## config.mk

```make
export PLATFORM = sky130hd
export DESIGN_NAME = modular_exponentiation_top
export DESIGN_NICKNAME = d
export VERILOG_FILES = /design/src/rtl/core/modexp_pkg.sv /design/src/rtl/core/modexp_cell.sv /design/src/rtl/core/modexp_mulmod.sv /design/src/rtl/core/modexp_reduce.sv /design/src/rtl/core/modular_exponentiation_top.sv
export VERILOG_INCLUDE_DIRS = /design/src /design/src/rtl/core
export SDC_FILE = /design/constraint.sdc
export NUM_CORES = 1
export LEC_CHECK = 0
export BUFFER_PORTS_ARGS = -buffer_cell sky130_fd_sc_hd__buf_4
export CAP_MARGIN = 20
export CORE_ASPECT_RATIO = 0.75
export CORE_UTILIZATION = 45
export CTS_CLUSTER_DIAMETER = 50
export CTS_CLUSTER_SIZE = 14
export DETAILED_ROUTE_END_ITERATION = 16
export GPL_TIMING_DRIVEN = 1
export PLACE_DENSITY = 0.68
export SYNTH_ARGS = -nofsm -noshare
export SYNTH_HDL_FRONTEND = slang
export SYNTH_SLANG_ARGS = --single-unit
```

## constraint.sdc

```tcl
create_clock -name clk -period 45.3 [get_ports clk]
set_input_delay 4.53 -clock clk [delete_from_list [all_inputs] [get_ports clk]]
set_output_delay 4.53 -clock clk [all_outputs]
set_load 0.03 [all_outputs]
```

## src/rtl/core/modular_exponentiation_top_macros.svh

```systemverilog
// Assertion macros for the modular exponentiation block
`ifndef MODULAR_EXPONENTIATION_TOP_MACROS_SVH
`define MODULAR_EXPONENTIATION_TOP_MACROS_SVH
// Implication checked on every clock edge outside reset
`define MODEXP_ASSERT_IMPL(lbl, ante, cons, msg) \
  lbl: assert property (@(posedge clk) disable iff (rst) (ante) |-> (cons)) else $error(msg);
// Next-cycle implication checked outside reset
`define MODEXP_ASSERT_NEXT(lbl, ante, cons, msg) \
  lbl: assert property (@(posedge clk) disable iff (rst) (ante) |=> (cons)) else $error(msg);
`endif

```

## src/rtl/core/modexp_pkg.sv

```systemverilog
// Shared widths and types for the modular exponentiation block
package modexp_pkg;
  localparam int FieldBits = 54;
  localparam int CntBits = $clog2(FieldBits + 1);
  typedef logic [FieldBits-1:0] word_t;
  typedef logic [CntBits-1:0] cnt_t;
  typedef struct packed {
    logic load;
    logic dbl;
    logic add;
  } cell_ctl_t;
endpackage

```

## src/rtl/core/modexp_cell.sv

```systemverilog
// One bit slice of the shift-and-add modular multiplier accumulator
module modexp_cell (
  input  logic clk,
  input  modexp_pkg::cell_ctl_t ctl,
  input  logic acc_in,
  input  logic x_bit,
  input  logic m_bit,
  input  logic sub_sel,
  input  logic cin_a,
  input  logic bin_b,
  output logic acc_out,
  output logic cout_a,
  output logic bout_b
);
  import modexp_pkg::*;
  logic acc;
  logic s;
  logic d;
  logic res_bit;
  assign acc_out = acc;
  assign s = acc_in ^ (x_bit & ctl.add) ^ cin_a;
  assign cout_a = (acc_in & (x_bit & ctl.add)) | (cin_a & (acc_in ^ (x_bit & ctl.add)));
  assign d = s ^ m_bit ^ bin_b;
  assign bout_b = (~s & m_bit) | (~(s ^ m_bit) & bin_b);
  assign res_bit = sub_sel ? d : s;
  always_ff @(posedge clk) begin
    if (ctl.load) begin
      acc <= 1'b0;
    end else if (ctl.dbl) begin
      acc <= res_bit;
    end
  end
endmodule

```

## src/rtl/core/modexp_mulmod.sv

```systemverilog
// Chain of cells computing x*y mod m one multiplier bit at a time, from the top bit down
module modexp_mulmod (
  input  logic clk,
  input  logic rst,
  input  logic go,
  input  modexp_pkg::word_t x,
  input  modexp_pkg::word_t y,
  input  modexp_pkg::word_t m,
  output logic done,
  output modexp_pkg::word_t prod
);
  import modexp_pkg::*;
  localparam int W = FieldBits + 2;
  typedef enum logic [1:0] {S_IDLE, S_DBL, S_ADD} st_t;
  st_t st;
  cnt_t idx;
  word_t yr;
  logic [W-1:0] accv;
  logic [W-1:0] opx;
  logic [W-1:0] mv;
  logic [W:0] ca;
  logic [W:0] bb;
  logic [W-1:0] shl;
  logic [W-1:0] inv;
  logic sub_sel;
  cell_ctl_t ctl;
  assign shl = {accv[W-2:0], 1'b0};
  assign inv = (st == S_DBL) ? shl : accv;
  assign opx = (st == S_DBL) ? shl : {2'b00, x};
  assign mv = {2'b00, m};
  assign ca[0] = 1'b0;
  assign bb[0] = 1'b0;
  assign ctl.load = (st == S_IDLE) & go;
  assign ctl.dbl = (st == S_DBL) | (st == S_ADD);
  assign ctl.add = (st == S_ADD);
  // sum below 2m: subtract when no final borrow out
  assign sub_sel = ~bb[W];
  for (genvar i = 0; i < W; i++) begin : g_cell
    modexp_cell u_cell (
      .clk(clk), .ctl(ctl), .acc_in(inv[i]), .x_bit(opx[i]), .m_bit(mv[i]),
      .sub_sel(sub_sel), .cin_a(ca[i]), .bin_b(bb[i]), .acc_out(accv[i]),
      .cout_a(ca[i+1]), .bout_b(bb[i+1])
    );
  end
  assign prod = accv[FieldBits-1:0];
  always_ff @(posedge clk) begin
    if (rst) begin
      st <= S_IDLE;
      done <= 1'b0;
      idx <= '0;
    end else begin
      done <= 1'b0;
      case (st)
        S_IDLE: begin
          if (go) begin
            st <= S_DBL;
            yr <= y;
            idx <= cnt_t'(FieldBits - 1);
          end
        end
        S_DBL: begin
          if (yr[idx[CntBits-1:0]]) begin
            st <= S_ADD;
          end else if (idx == '0) begin
            st <= S_IDLE;
            done <= 1'b1;
          end else begin
            idx <= idx - 1'b1;
          end
        end
        S_ADD: begin
          if (idx == '0) begin
            st <= S_IDLE;
            done <= 1'b1;
          end else begin
            st <= S_DBL;
            idx <= idx - 1'b1;
          end
        end
        default: st <= S_IDLE;
      endcase
    end
  end
endmodule

```

## src/rtl/core/modexp_reduce.sv

```systemverilog
// Bit-serial restoring reduction of the base modulo the modulus
module modexp_reduce (
  input  logic clk,
  input  logic rst,
  input  logic go,
  input  modexp_pkg::word_t b,
  input  modexp_pkg::word_t m,
  output logic done,
  output modexp_pkg::word_t rem
);
  import modexp_pkg::*;
  logic busy_r;
  cnt_t idx;
  word_t br;
  logic [FieldBits:0] sh;
  logic [FieldBits:0] df;
  assign sh = {rem, br[idx[CntBits-1:0]]};
  assign df = sh - {1'b0, m};
  always_ff @(posedge clk) begin
    if (rst) begin
      busy_r <= 1'b0;
      done <= 1'b0;
      idx <= '0;
    end else begin
      done <= 1'b0;
      if (!busy_r) begin
        if (go) begin
          busy_r <= 1'b1;
          br <= b;
          rem <= '0;
          idx <= cnt_t'(FieldBits - 1);
        end
      end else begin
        rem <= df[FieldBits] ? sh[FieldBits-1:0] : df[FieldBits-1:0];
        if (idx == '0) begin
          busy_r <= 1'b0;
          done <= 1'b1;
        end else begin
          idx <= idx - 1'b1;
        end
      end
    end
  end
endmodule

```

## src/rtl/core/modular_exponentiation_top.sv

```systemverilog
// Top level: right-to-left square-and-multiply modular exponentiation
//  channel  | ports                          | handshake
//  command  | start, base, exponent, modulus | accepted when start && !busy
//  result   | done, power_residue            | one-cycle strobe, no stall
// One item at a time; busy stays high from acceptance to the result strobe.
// Base reduction runs bit-serially; each multiplication doubles per multiplier bit and adds per set bit.
// Each exponent bit up to the top set bit costs up to two multiplications.
// An exponent of zero skips reduction and goes straight to the finish state.
// Synchronous reset clears control; the receiver cannot stall results.
module modular_exponentiation_top (
  input  logic clk,
  input  logic rst,
  input  logic start,
  output logic busy,
  input  modexp_pkg::word_t base,
  input  modexp_pkg::word_t exponent,
  input  modexp_pkg::word_t modulus,
  output logic done,
  output modexp_pkg::word_t power_residue
);
  import modexp_pkg::*;
  `include "modular_exponentiation_top_macros.svh"
  typedef enum logic [2:0] {S_IDLE, S_RED, S_MUL, S_SQ, S_FIN} st_t;
  st_t st;
  word_t e;
  word_t m;
  word_t acc;
  word_t sq;
  logic red_go;
  logic red_done;
  word_t red_rem;
  logic mul_go;
  logic mul_done;
  word_t mul_x;
  word_t mul_y;
  word_t mul_p;
  modexp_reduce u_red (
    .clk(clk), .rst(rst), .go(red_go), .b(base), .m(m),
    .done(red_done), .rem(red_rem)
  );
  modexp_mulmod u_mul (
    .clk(clk), .rst(rst), .go(mul_go), .x(mul_x), .y(mul_y), .m(m),
    .done(mul_done), .prod(mul_p)
  );
  assign red_go = (st == S_IDLE) & start & (exponent != '0) & (modulus > word_t'(1));
  assign mul_x = (st == S_MUL) ? acc : sq;
  assign mul_y = sq;
  always_ff @(posedge clk) begin
    if (rst) begin
      st <= S_IDLE;
      busy <= 1'b0;
      done <= 1'b0;
      mul_go <= 1'b0;
    end else begin
      done <= 1'b0;
      mul_go <= 1'b0;
      case (st)
        S_IDLE: begin
          if (start) begin
            busy <= 1'b1;
            e <= exponent;
            m <= modulus;
            acc <= word_t'(1);
            if (exponent == '0) begin
              power_residue <= word_t'(1);
              st <= S_FIN;
            end else if (modulus <= word_t'(1)) begin
              power_residue <= '0;
              st <= S_FIN;
            end else begin
              st <= S_RED;
            end
          end
        end
        S_RED: begin
          if (red_done) begin
            sq <= red_rem;
            mul_go <= 1'b1;
            st <= e[0] ? S_MUL : S_SQ;
          end
        end
        S_MUL: begin
          if (mul_done) begin
            acc <= mul_p;
            mul_go <= 1'b1;
            st <= S_SQ;
          end
        end
        S_SQ: begin
          if (mul_done) begin
            sq <= mul_p;
            if (e[FieldBits-1:1] == '0) begin
              power_residue <= acc;
              st <= S_FIN;
            end else begin
              e <= e >> 1;
              mul_go <= 1'b1;
              st <= e[1] ? S_MUL : S_SQ;
            end
          end
        end
        S_FIN: begin
          done <= 1'b1;
          busy <= 1'b0;
          st <= S_IDLE;
        end
        default: st <= S_IDLE;
      endcase
    end
  end
  `MODEXP_ASSERT_IMPL(a_done_ends_busy, done, !busy, "busy held after result")
  `MODEXP_ASSERT_IMPL(a_done_from_fin, done, $past(st == S_FIN), "result without finish")
  `MODEXP_ASSERT_IMPL(a_no_start_mid, busy && !done, st != S_IDLE, "busy while idle")
  `MODEXP_ASSERT_IMPL(a_sq_below_m, st == S_SQ || st == S_MUL, sq < m, "square not reduced")
endmodule

```

==> results of run 1 <==
## worst max-delay path by stage
stage                                  start                                            to  slack [ps]  cells after the start
global route              st[1]$_SDFFE_PP0P_  u_mul.g_cell[41].u_cell.acc_out$_SDFFE_PP0N_       18630                     66
floorplan           u_mul.st[1]$_SDFFE_PP0P_   u_mul.g_cell[0].u_cell.acc_out$_SDFFE_PP0N_       21110                     70
CTS                       st[1]$_SDFFE_PP0P_  u_mul.g_cell[41].u_cell.acc_out$_SDFFE_PP0N_       19820                     66
finish                    st[1]$_SDFFE_PP0P_  u_mul.g_cell[41].u_cell.acc_out$_SDFFE_PP0N_       19680                     66
global placement          st[1]$_SDFFE_PP0P_   u_mul.g_cell[0].u_cell.acc_out$_SDFFE_PP0N_       20220                     67
detailed placement        st[1]$_SDFFE_PP0P_  u_mul.g_cell[41].u_cell.acc_out$_SDFFE_PP0N_       19880                     66
## power by group
part           leakage, nW  switching [W]  internal, W
clock network        0.776       0.000192     0.000230
registers             4.73      0.0000657     0.000563
logic                 6.60       0.000344     0.000236
total                 12.1       0.000602      0.00103
## per-layer routing
layer,global-route usage,share of wire
met1,0.390,0.46
met2,0.341,0.40
met3,0.0634,0.11
met4,0.0597,0.020
met5,0,0
## critical path, delay by kind of cell, from the launching register on
family,cells,cell delay [ps]
and+or+nand+nor,5,1540
adders and majority gates,56,22230
AOI/OAI and AO/OA,2,350
muxes,1,170
buffers and inverters,2,490
DFF,1,530
## cells in the mapped netlist, types with 48 or more instances
cell	number
edfxtp_1	432
a211oi_1	66
nor4_1	48
nand2_1	548
fa_1	108
nor2_1	182
a21oi_1	166
and2_1	110
o21ai_0	98
inv_1	143
ha_1	65
clkbuf_1	124
mux2i_1	119
dfxtp_1	79
## per-stage QoR
step                       util  setup slack [ps]  std cells  hold slack, ps
final                     0.523             19680       3670             441
after global routing      0.523             18630       3669             452
after CTS                 0.522             19820       3666             442
after detailed placement  0.496             19880       3575             433
after global placement    0.496             20220       3575             431
after floorplan               -             21110       2674             426
## layout make-up
| cell class | count | area, sq um |
|---|---|---|
| flip-flops and latches | 511 | 14600 |
| well taps | 810 | 1010 |
| fillers | 5440 | 29700 |
| clock buffers | 71 | 1360 |
| multi-input cells | 1868 | 12900 |
| inverters | 143 | 537 |
| diodes | 1 | 2.50 |
| clock inverters | 20 | 248 |
| repair buffers | 246 | 1920 |
## layout by cell type (no fill, tap or decap), drive strengths merged, types with 24 or more instances in the layout
cell	instances
nand2	548
edfxtp	432
buf	246
nor2	182
a21oi	169
inv	151
mux2i	119
and2	110
fa	108
o21ai	101
dfxtp	79
clkbuf	71
a211oi	66
ha	65
nor4	50
mux4	32
nor3	30
nand3	28
nand4	26
xnor2	24
## state kept, by name (all words and copies together) (netlist names), 2 cells and up
signal                       cells
st                               3
u_red.rem                       54
u_red.idx                        6
u_mul.yr                        54
u_mul.idx                        6
mul_y                           54
u_mul.st                         2
u_mul.g_cell.u_cell.acc_out     56
power_residue                   54
e                               54
u_red.br                        54
acc                             54
m                               54
## cells by family (layout without fill, tap and decap cells)
kind of cell | count (synthesis) | count (layout) | share of synthesized area
compound gates | 461 | 461 | 0.100
flops | 511 | 511 | 0.511
buf+inv | 295 | 480 | 0.0404
other cells | 0 | 1 | 0
simple gates | 1042 | 1042 | 0.164
fa+ha+maj | 173 | 173 | 0.104
mux | 154 | 154 | 0.0683
xor+xnor | 38 | 38 | 0.0117
==> results.cfg, run 1 <==
[detailed_routing]
drtAntennaViolNets = 0
viasPerCell = 5.75
via_count = 21100
drtIter0Drc = 2566
drcViolationCount = 0
dr.pass1.iters = 6
routed_wl_mm = 80.5
wl_per_cell_um = 21.9

[logic_synthesis]
seq_area_frac_synth = 0.511
avgSynthCellArea_sq_um = 10.7
synth_cell_type_count = 75
synth_flop_cell = edfxtp_1
synth_warnings = 0
syn_area_sq_um = 28500
synth_top_area_frac = 0.455
synth-async-reset-ratio = 0
synth_area_leaders = edfxtp_1 (46%), fa_1 (7.6%), nand2_1 (7.2%)
synth_top_cell_by_area = edfxtp_1
synth_nets = 3012
synth_seq_cells = 511
synth_edf_count = 432
synthCells = 2674

[sta]
slew_violations = 0
fmax_mhz = 39.0
tightestPinTransition_ps = 1070
period_minus_slack_ps = 25620
rsz0062_at_grt = no
clock-skew-final_ps = 26.2
finalHoldViolations = 0
slew-limit-headroom = 0.280
setup_tns_ps = 0
fin_crit_sh = 0.566
setup_viol = 0

[power_and_ir_drop]
max-vdd-ir-drop_mv = 0.0324
p_leak_nw = 12.1
power_density_nw_per_um2 = 50.1
power_w = 0.00163

[global_route]
antenna_found_initial = 0
grt_usage = 0.250
grt_start_max_net_pins = 121
grt_pass1_vias = 19800
grt_overflow_total = 0
grt_pass1_wl_mm = 121

[min_path]
worstHoldStart = mul_y[21]$_DFFE_PP_
hold_depth = 0
worstHoldPathType = flip-flop to flip-flop
worstHoldEndpoint = u_mul.yr[21]$_DFFE_PP_

[critical_path]
cp-start-kind = flip-flop
r2r-start = st[1]$_SDFFE_PP0P_
worst_path_most_repeated_cell = fa_1
critPathKind = flip-flop to flip-flop
path_max_fanout = 108
cpMaxStageDelayCell = dfxtp_1
reg2regPathDepth = 66
r2r_slack_ps = 19680
crit_path_end_kind = flip-flop
max_stage_delay_ps = 530
arrival_ps = 26140
regToRegEndpoint = u_mul.g_cell[41].u_cell.acc_out$_SDFFE_PP0N_
worstPathRequired_ps = 45820

[die]
die_area_sq_um = 64300
core_sq_um = 62300
row_count = 79
top_level_ports = 221
start_util = 0.458
dieHeight_um = 220
fp.dieW_um = 293

[finish]
final_nets = 3158
syn_to_final_growth_pct = 14.3
stdcell_area_sq_um = 32600
drive_gt1_frac = 0.136

[clocking]
clk_path_buf_depth = 3
cts_made_buffers = 50
root_buffer = clkbuf_16
cts_post_setup_buffers_inserted = 0
cts_tree = built
cts_resized = 0
clkTransAtPathRegs_ps = 70
htree_levels = 2
cts_sinks = 511
clk_latency_ps = 630
cts_hold_buf = 0

[run]
cap_violations = 0

[placed_design]
gp_congestion = 0.911
numPortBuffers = 220
post-dp-hpwl_mm = 59.1
dpl-instance-area_sq_um = 30900

[status]
status = finished, final reports clean
(Power assumes the default switching activity.)
==> run 2, diff against run 1 <==
Settings changed: PLACE_DENSITY 0.68 to 0.7.
Clock period 45.3 ns to 23.5 ns, I/O delays scaled along.
==> results.cfg, run 2 (same netlist as run 1, synthesis figures left out) <==
[clocking]
clk_latency_ps = 610
cts_sinks = 511
cts_tree = built
root_buffer = clkbuf_16
clkTransAtPathRegs_ps = 70
htree_levels = 2
clk_path_buf_depth = 3
cts_made_buffers = 51

[die]
die_area_sq_um = 64300
core_sq_um = 62300
row_count = 79
top_level_ports = 221
dieHeight_um = 220
start_util = 0.458
fp.dieW_um = 293

[critical_path]
path_max_fanout = 18
crit_path_end_kind = flip-flop
critPathKind = flip-flop to flip-flop
cp-start-kind = flip-flop
worst_path_most_repeated_cell = fa_1
cpMaxStageDelayCell = fa_1
arrival_ps = 23420
max_stage_delay_ps = 550
worstPathRequired_ps = 23940

[detailed_routing]
drtIter0Drc = 2579
top_layer = met4
wl_per_cell_um = 21.9
routed_wl_mm = 80.9
via_count = 21300
dr.pass1.iters = 6
wl_met2_mm = 33.1
drcViolationCount = 0
drtAntennaViolNets = 0
dr_wl_met3_mm = 8.64
viasPerCell = 5.76
met1_length_mm = 37.5

[power_and_ir_drop]
power_density_nw_per_um2 = 97.8
max-vdd-ir-drop_mv = 0.0588
p_leak_nw = 12.2

[sta]
fin_crit_sh = 0.978
setup_slack_ps = 523
finalHoldViolations = 0
slew-limit-headroom = 0.314
clock-skew-final_ps = 19.0
setup_viol = 0
fmax_mhz = 43.5
tightestPinTransition_ps = 1020
slew_violations = 0
setup_tns_ps = 0
period_minus_slack_ps = 22980

[placed_design]
numPortBuffers = 220
dpl-instance-area_sq_um = 31000
gp_congestion = 0.900
post-place-ws_ps = -533
placedCellCount = 3592
post-dp-hpwl_mm = 59.6

[finish]
diodes = 0
mostFrequentLayoutCell = nand2_1
drive_gt1_frac = 0.162
largest_reg_flops = 56
syn_to_final_growth_pct = 15.7
final_cell_mix = nand2_1 (547), edfxtp_1 (432), buf_4 (258), nor2_1 (179), a21oi_1 (162)
final_nets = 3179
stdcell_area_sq_um = 33000
final-instance-count-excl-fill = 3692

[global_route]
grt_pass1_vias = 19900
antenna_found_initial = 0
grt_usage = 0.250
grt_start_max_net_pins = 110
grt_overflow_total = 0
grt_pass1_wl_mm = 122

[min_path]
worstHoldPathType = flip-flop to flip-flop

[status]
status = finished, final reports clean

[run]
cap_violations = 0
run 2: what timing repair did:
item | in CTS | in global routing
hold buffers | 0 | 0
gates cloned | 1 | 0
pin swaps | 12 | 8
endpoints found under the setup margin | 56 | 56
buffers inserted | 1 | 1
gates resized for setup | 22 | 31
run 2: per-stage QoR:
stage                     hold WS [ps]  utilization  total power, W
final                              446        0.529         0.00322
after global routing               456        0.529         0.00342
after CTS                          448        0.526         0.00319
after detailed placement           432        0.499         0.00234
after global placement             432        0.499         0.00231
after floorplan                    426            -         0.00204
run 2: layout make-up:
class	count	area, sq um
inverters	143	537
clock buffers	72	1410
fillers	5428	29300
multi-input cells	1868	13100
well taps	810	1010
flip-flops and latches	511	14600
repair buffers	266	2120
clock inverters	22	229
run 2: report_power, final:
group          leakage [nW]  switching [W]  internal [W]
Clock                 0.784       0.000371      0.000447
Sequential             4.73       0.000130       0.00109
Combinational          6.71       0.000688      0.000501
run 2: worst paths after layout:
| path | start | to | slack (ps) | depth (start not counted) |
|---|---|---|---|---|
| worst max-delay path | st[2]$_SDFFE_PP0P_ | u_mul.g_cell[23].u_cell.acc_out$_SDFFE_PP0N_ | 520 | 67 |
| worst min-delay path | mul_y[31]$_DFFE_PP_ | u_mul.yr[31]$_DFFE_PP_ | 450 | 0 |
| worst max register to register | st[2]$_SDFFE_PP0P_ | u_mul.g_cell[23].u_cell.acc_out$_SDFFE_PP0N_ | 520 | 67 |
| worst min register to register | mul_y[31]$_DFFE_PP_ | u_mul.yr[31]$_DFFE_PP_ | 450 | 0 |
run 2: routing by layer:
metal / GRT usage / vias to the layer above
met2: 0.345 / 990
li1: - / 9808
met3: 0.0517 / 93
met5: 0 / -
met1: 0.395 / 10400
met4: 0.0593 / 0
run 2: critical path: cells and delay by family (launching register included):
family	cells	cell delay (ps)
flops	1	310
buf+inv	4	530
simple gates	4	580
mux	1	90
compound gates	2	270
fa+ha+maj	56	21020
==> run 3, diff against run 2 <==
Settings changed: CTS_BUF_LIST from default to sky130_fd_sc_hd__clkbuf_8.
==> results.cfg, run 3 (same netlist as run 1, synthesis figures left out) <==
[critical_path]
arrival_ps = 23550
path_max_fanout = 18
critPathKind = flip-flop to flip-flop
cpMaxStageDelayCell = fa_2
worst_path_most_repeated_cell = fa_1
max_stage_delay_ps = 560
cp-start-kind = flip-flop
crit_path_end_kind = flip-flop
worstPathRequired_ps = 24070

[sta]
clock-skew-final_ps = 34.2
rsz0062_at_grt = no
period_minus_slack_ps = 22990
setup_tns_ps = 0
fmax_mhz = 43.5
setup_viol = 0
finalHoldViolations = 0
tightestPinTransition_ps = 995
slew_violations = 0
slew-limit-headroom = 0.330
fin_crit_sh = 0.978
setup_slack_ps = 515

[detailed_routing]
wl_per_cell_um = 21.9
dr.pass1.iters = 5
drcViolationCount = 0
routed_wl_mm = 80.9
viasPerCell = 5.72
via_count = 21100
drtAntennaViolNets = 0
drtIter0Drc = 2590

[clocking]
clk_latency_ps = 690
cts_tree = built
clk_path_buf_depth = 3
root_buffer = clkbuf_8
clkTransAtPathRegs_ps = 90
htree_levels = 2
cts_made_buffers = 51
cts_sinks = 511
cts_hold_buf = 0

[die]
fp.dieW_um = 293
row_count = 79
dieHeight_um = 220
core_sq_um = 62300
die_area_sq_um = 64300
start_util = 0.458
top_level_ports = 221

[placed_design]
gp_congestion = 0.900
post-dp-hpwl_mm = 59.6
placedCellCount = 3592
post-place-ws_ps = -533
numPortBuffers = 220

[min_path]
worstHoldPathType = flip-flop to flip-flop

[global_route]
grt_pass1_wl_mm = 122
grt_overflow_total = 0
antenna_found_initial = 0
grt_start_max_net_pins = 110
grt_usage = 0.250
grt_pass1_vias = 19800

[finish]
final_nets = 3179
drive_gt1_frac = 0.161
diodes = 0
final_cell_mix = nand2_1 (547), edfxtp_1 (432), buf_4 (258), nor2_1 (179), a21oi_1 (164)
final_util = 0.519
final-instance-count-excl-fill = 3692
largest_reg_flops = 56
syn_to_final_growth_pct = 13.5
mostFrequentLayoutCell = nand2_1

[power_and_ir_drop]
max-vdd-ir-drop_mv = 0.0476
p_leak_nw = 12.0
power_density_nw_per_um2 = 92.4
power_w = 0.00299

[status]
status = finished, final reports clean

[run]
cap_violations = 0
[run 3: cell types whose count changed in the layout (fill, tap and decap cells not counted), sizes merged]
cell,before,now
clkinvlp,4,5
clkinv,7,6
inv,152,169
clkbuf,72,55
[run 3: per-layer routing]
layer	global-route usage	wire length, um	vias up
met5	0	0	-
met1	0.392	38100	10300
li1	-	-	9789
met4	0.0611	1600	0
met3	0.0553	8100	97
met2	0.344	33100	917
[run 3: through the flow]
stage | hold slack [ps] | cell area, sq um
final | 451 | 32300
after global routing | 463 | 32300
after CTS | 452 | 32200
after detailed placement | 432 | 31000
after global placement | 432 | 31000
after floorplan | 426 | 28600
[run 3: path summary, 6_finish.rpt]
kind                       startpoint                                           end  slack [ps]  cells past startpoint
setup / recovery   st[2]$_SDFFE_PP0P_  u_mul.g_cell[45].u_cell.acc_out$_SDFFE_PP0N_         510                     68
hold / removal    mul_y[31]$_DFFE_PP_                        u_mul.yr[31]$_DFFE_PP_         450                      0
setup reg to reg   st[2]$_SDFFE_PP0P_  u_mul.g_cell[45].u_cell.acc_out$_SDFFE_PP0N_         510                     68
hold reg to reg   mul_y[31]$_DFFE_PP_                        u_mul.yr[31]$_DFFE_PP_         450                      0
[run 3: where the power goes]
group          switching [W]  total (W)  internal [W]
registers           0.000130    0.00121       0.00108
clock network       0.000345   0.000592      0.000248
logic               0.000685    0.00118      0.000498
[run 3: worst max-delay path, delay by kind of cell (launching register included)]
family | cells | cell delay, ps
simple gates | 5 | 710
compound gates | 2 | 330
fa+ha+maj | 56 | 21010
buf+inv | 4 | 400
mux | 1 | 90
flops | 1 | 320
[run 3: final cells by class]
type                            count  area (sq um)
Clock inverter                     39           284
Fill cell                        5502         29900
Clock buffer                       55           757
Multi-Input combinational cell   1868         13100
Tap cell                          810          1010
Sequential cell                   511         14600
Timing Repair Buffer              266          2120
Inverter                          143           537
[run 3: repair_timing]
item | in CTS | in global routing
resized for setup | 22 | 28
setup buffers | 1 | 1
setup endpoints to repair | 56 | 56
pin swaps | 9 | 8
hold endpoints to repair | 0 | 0
cloned | 1 | 0
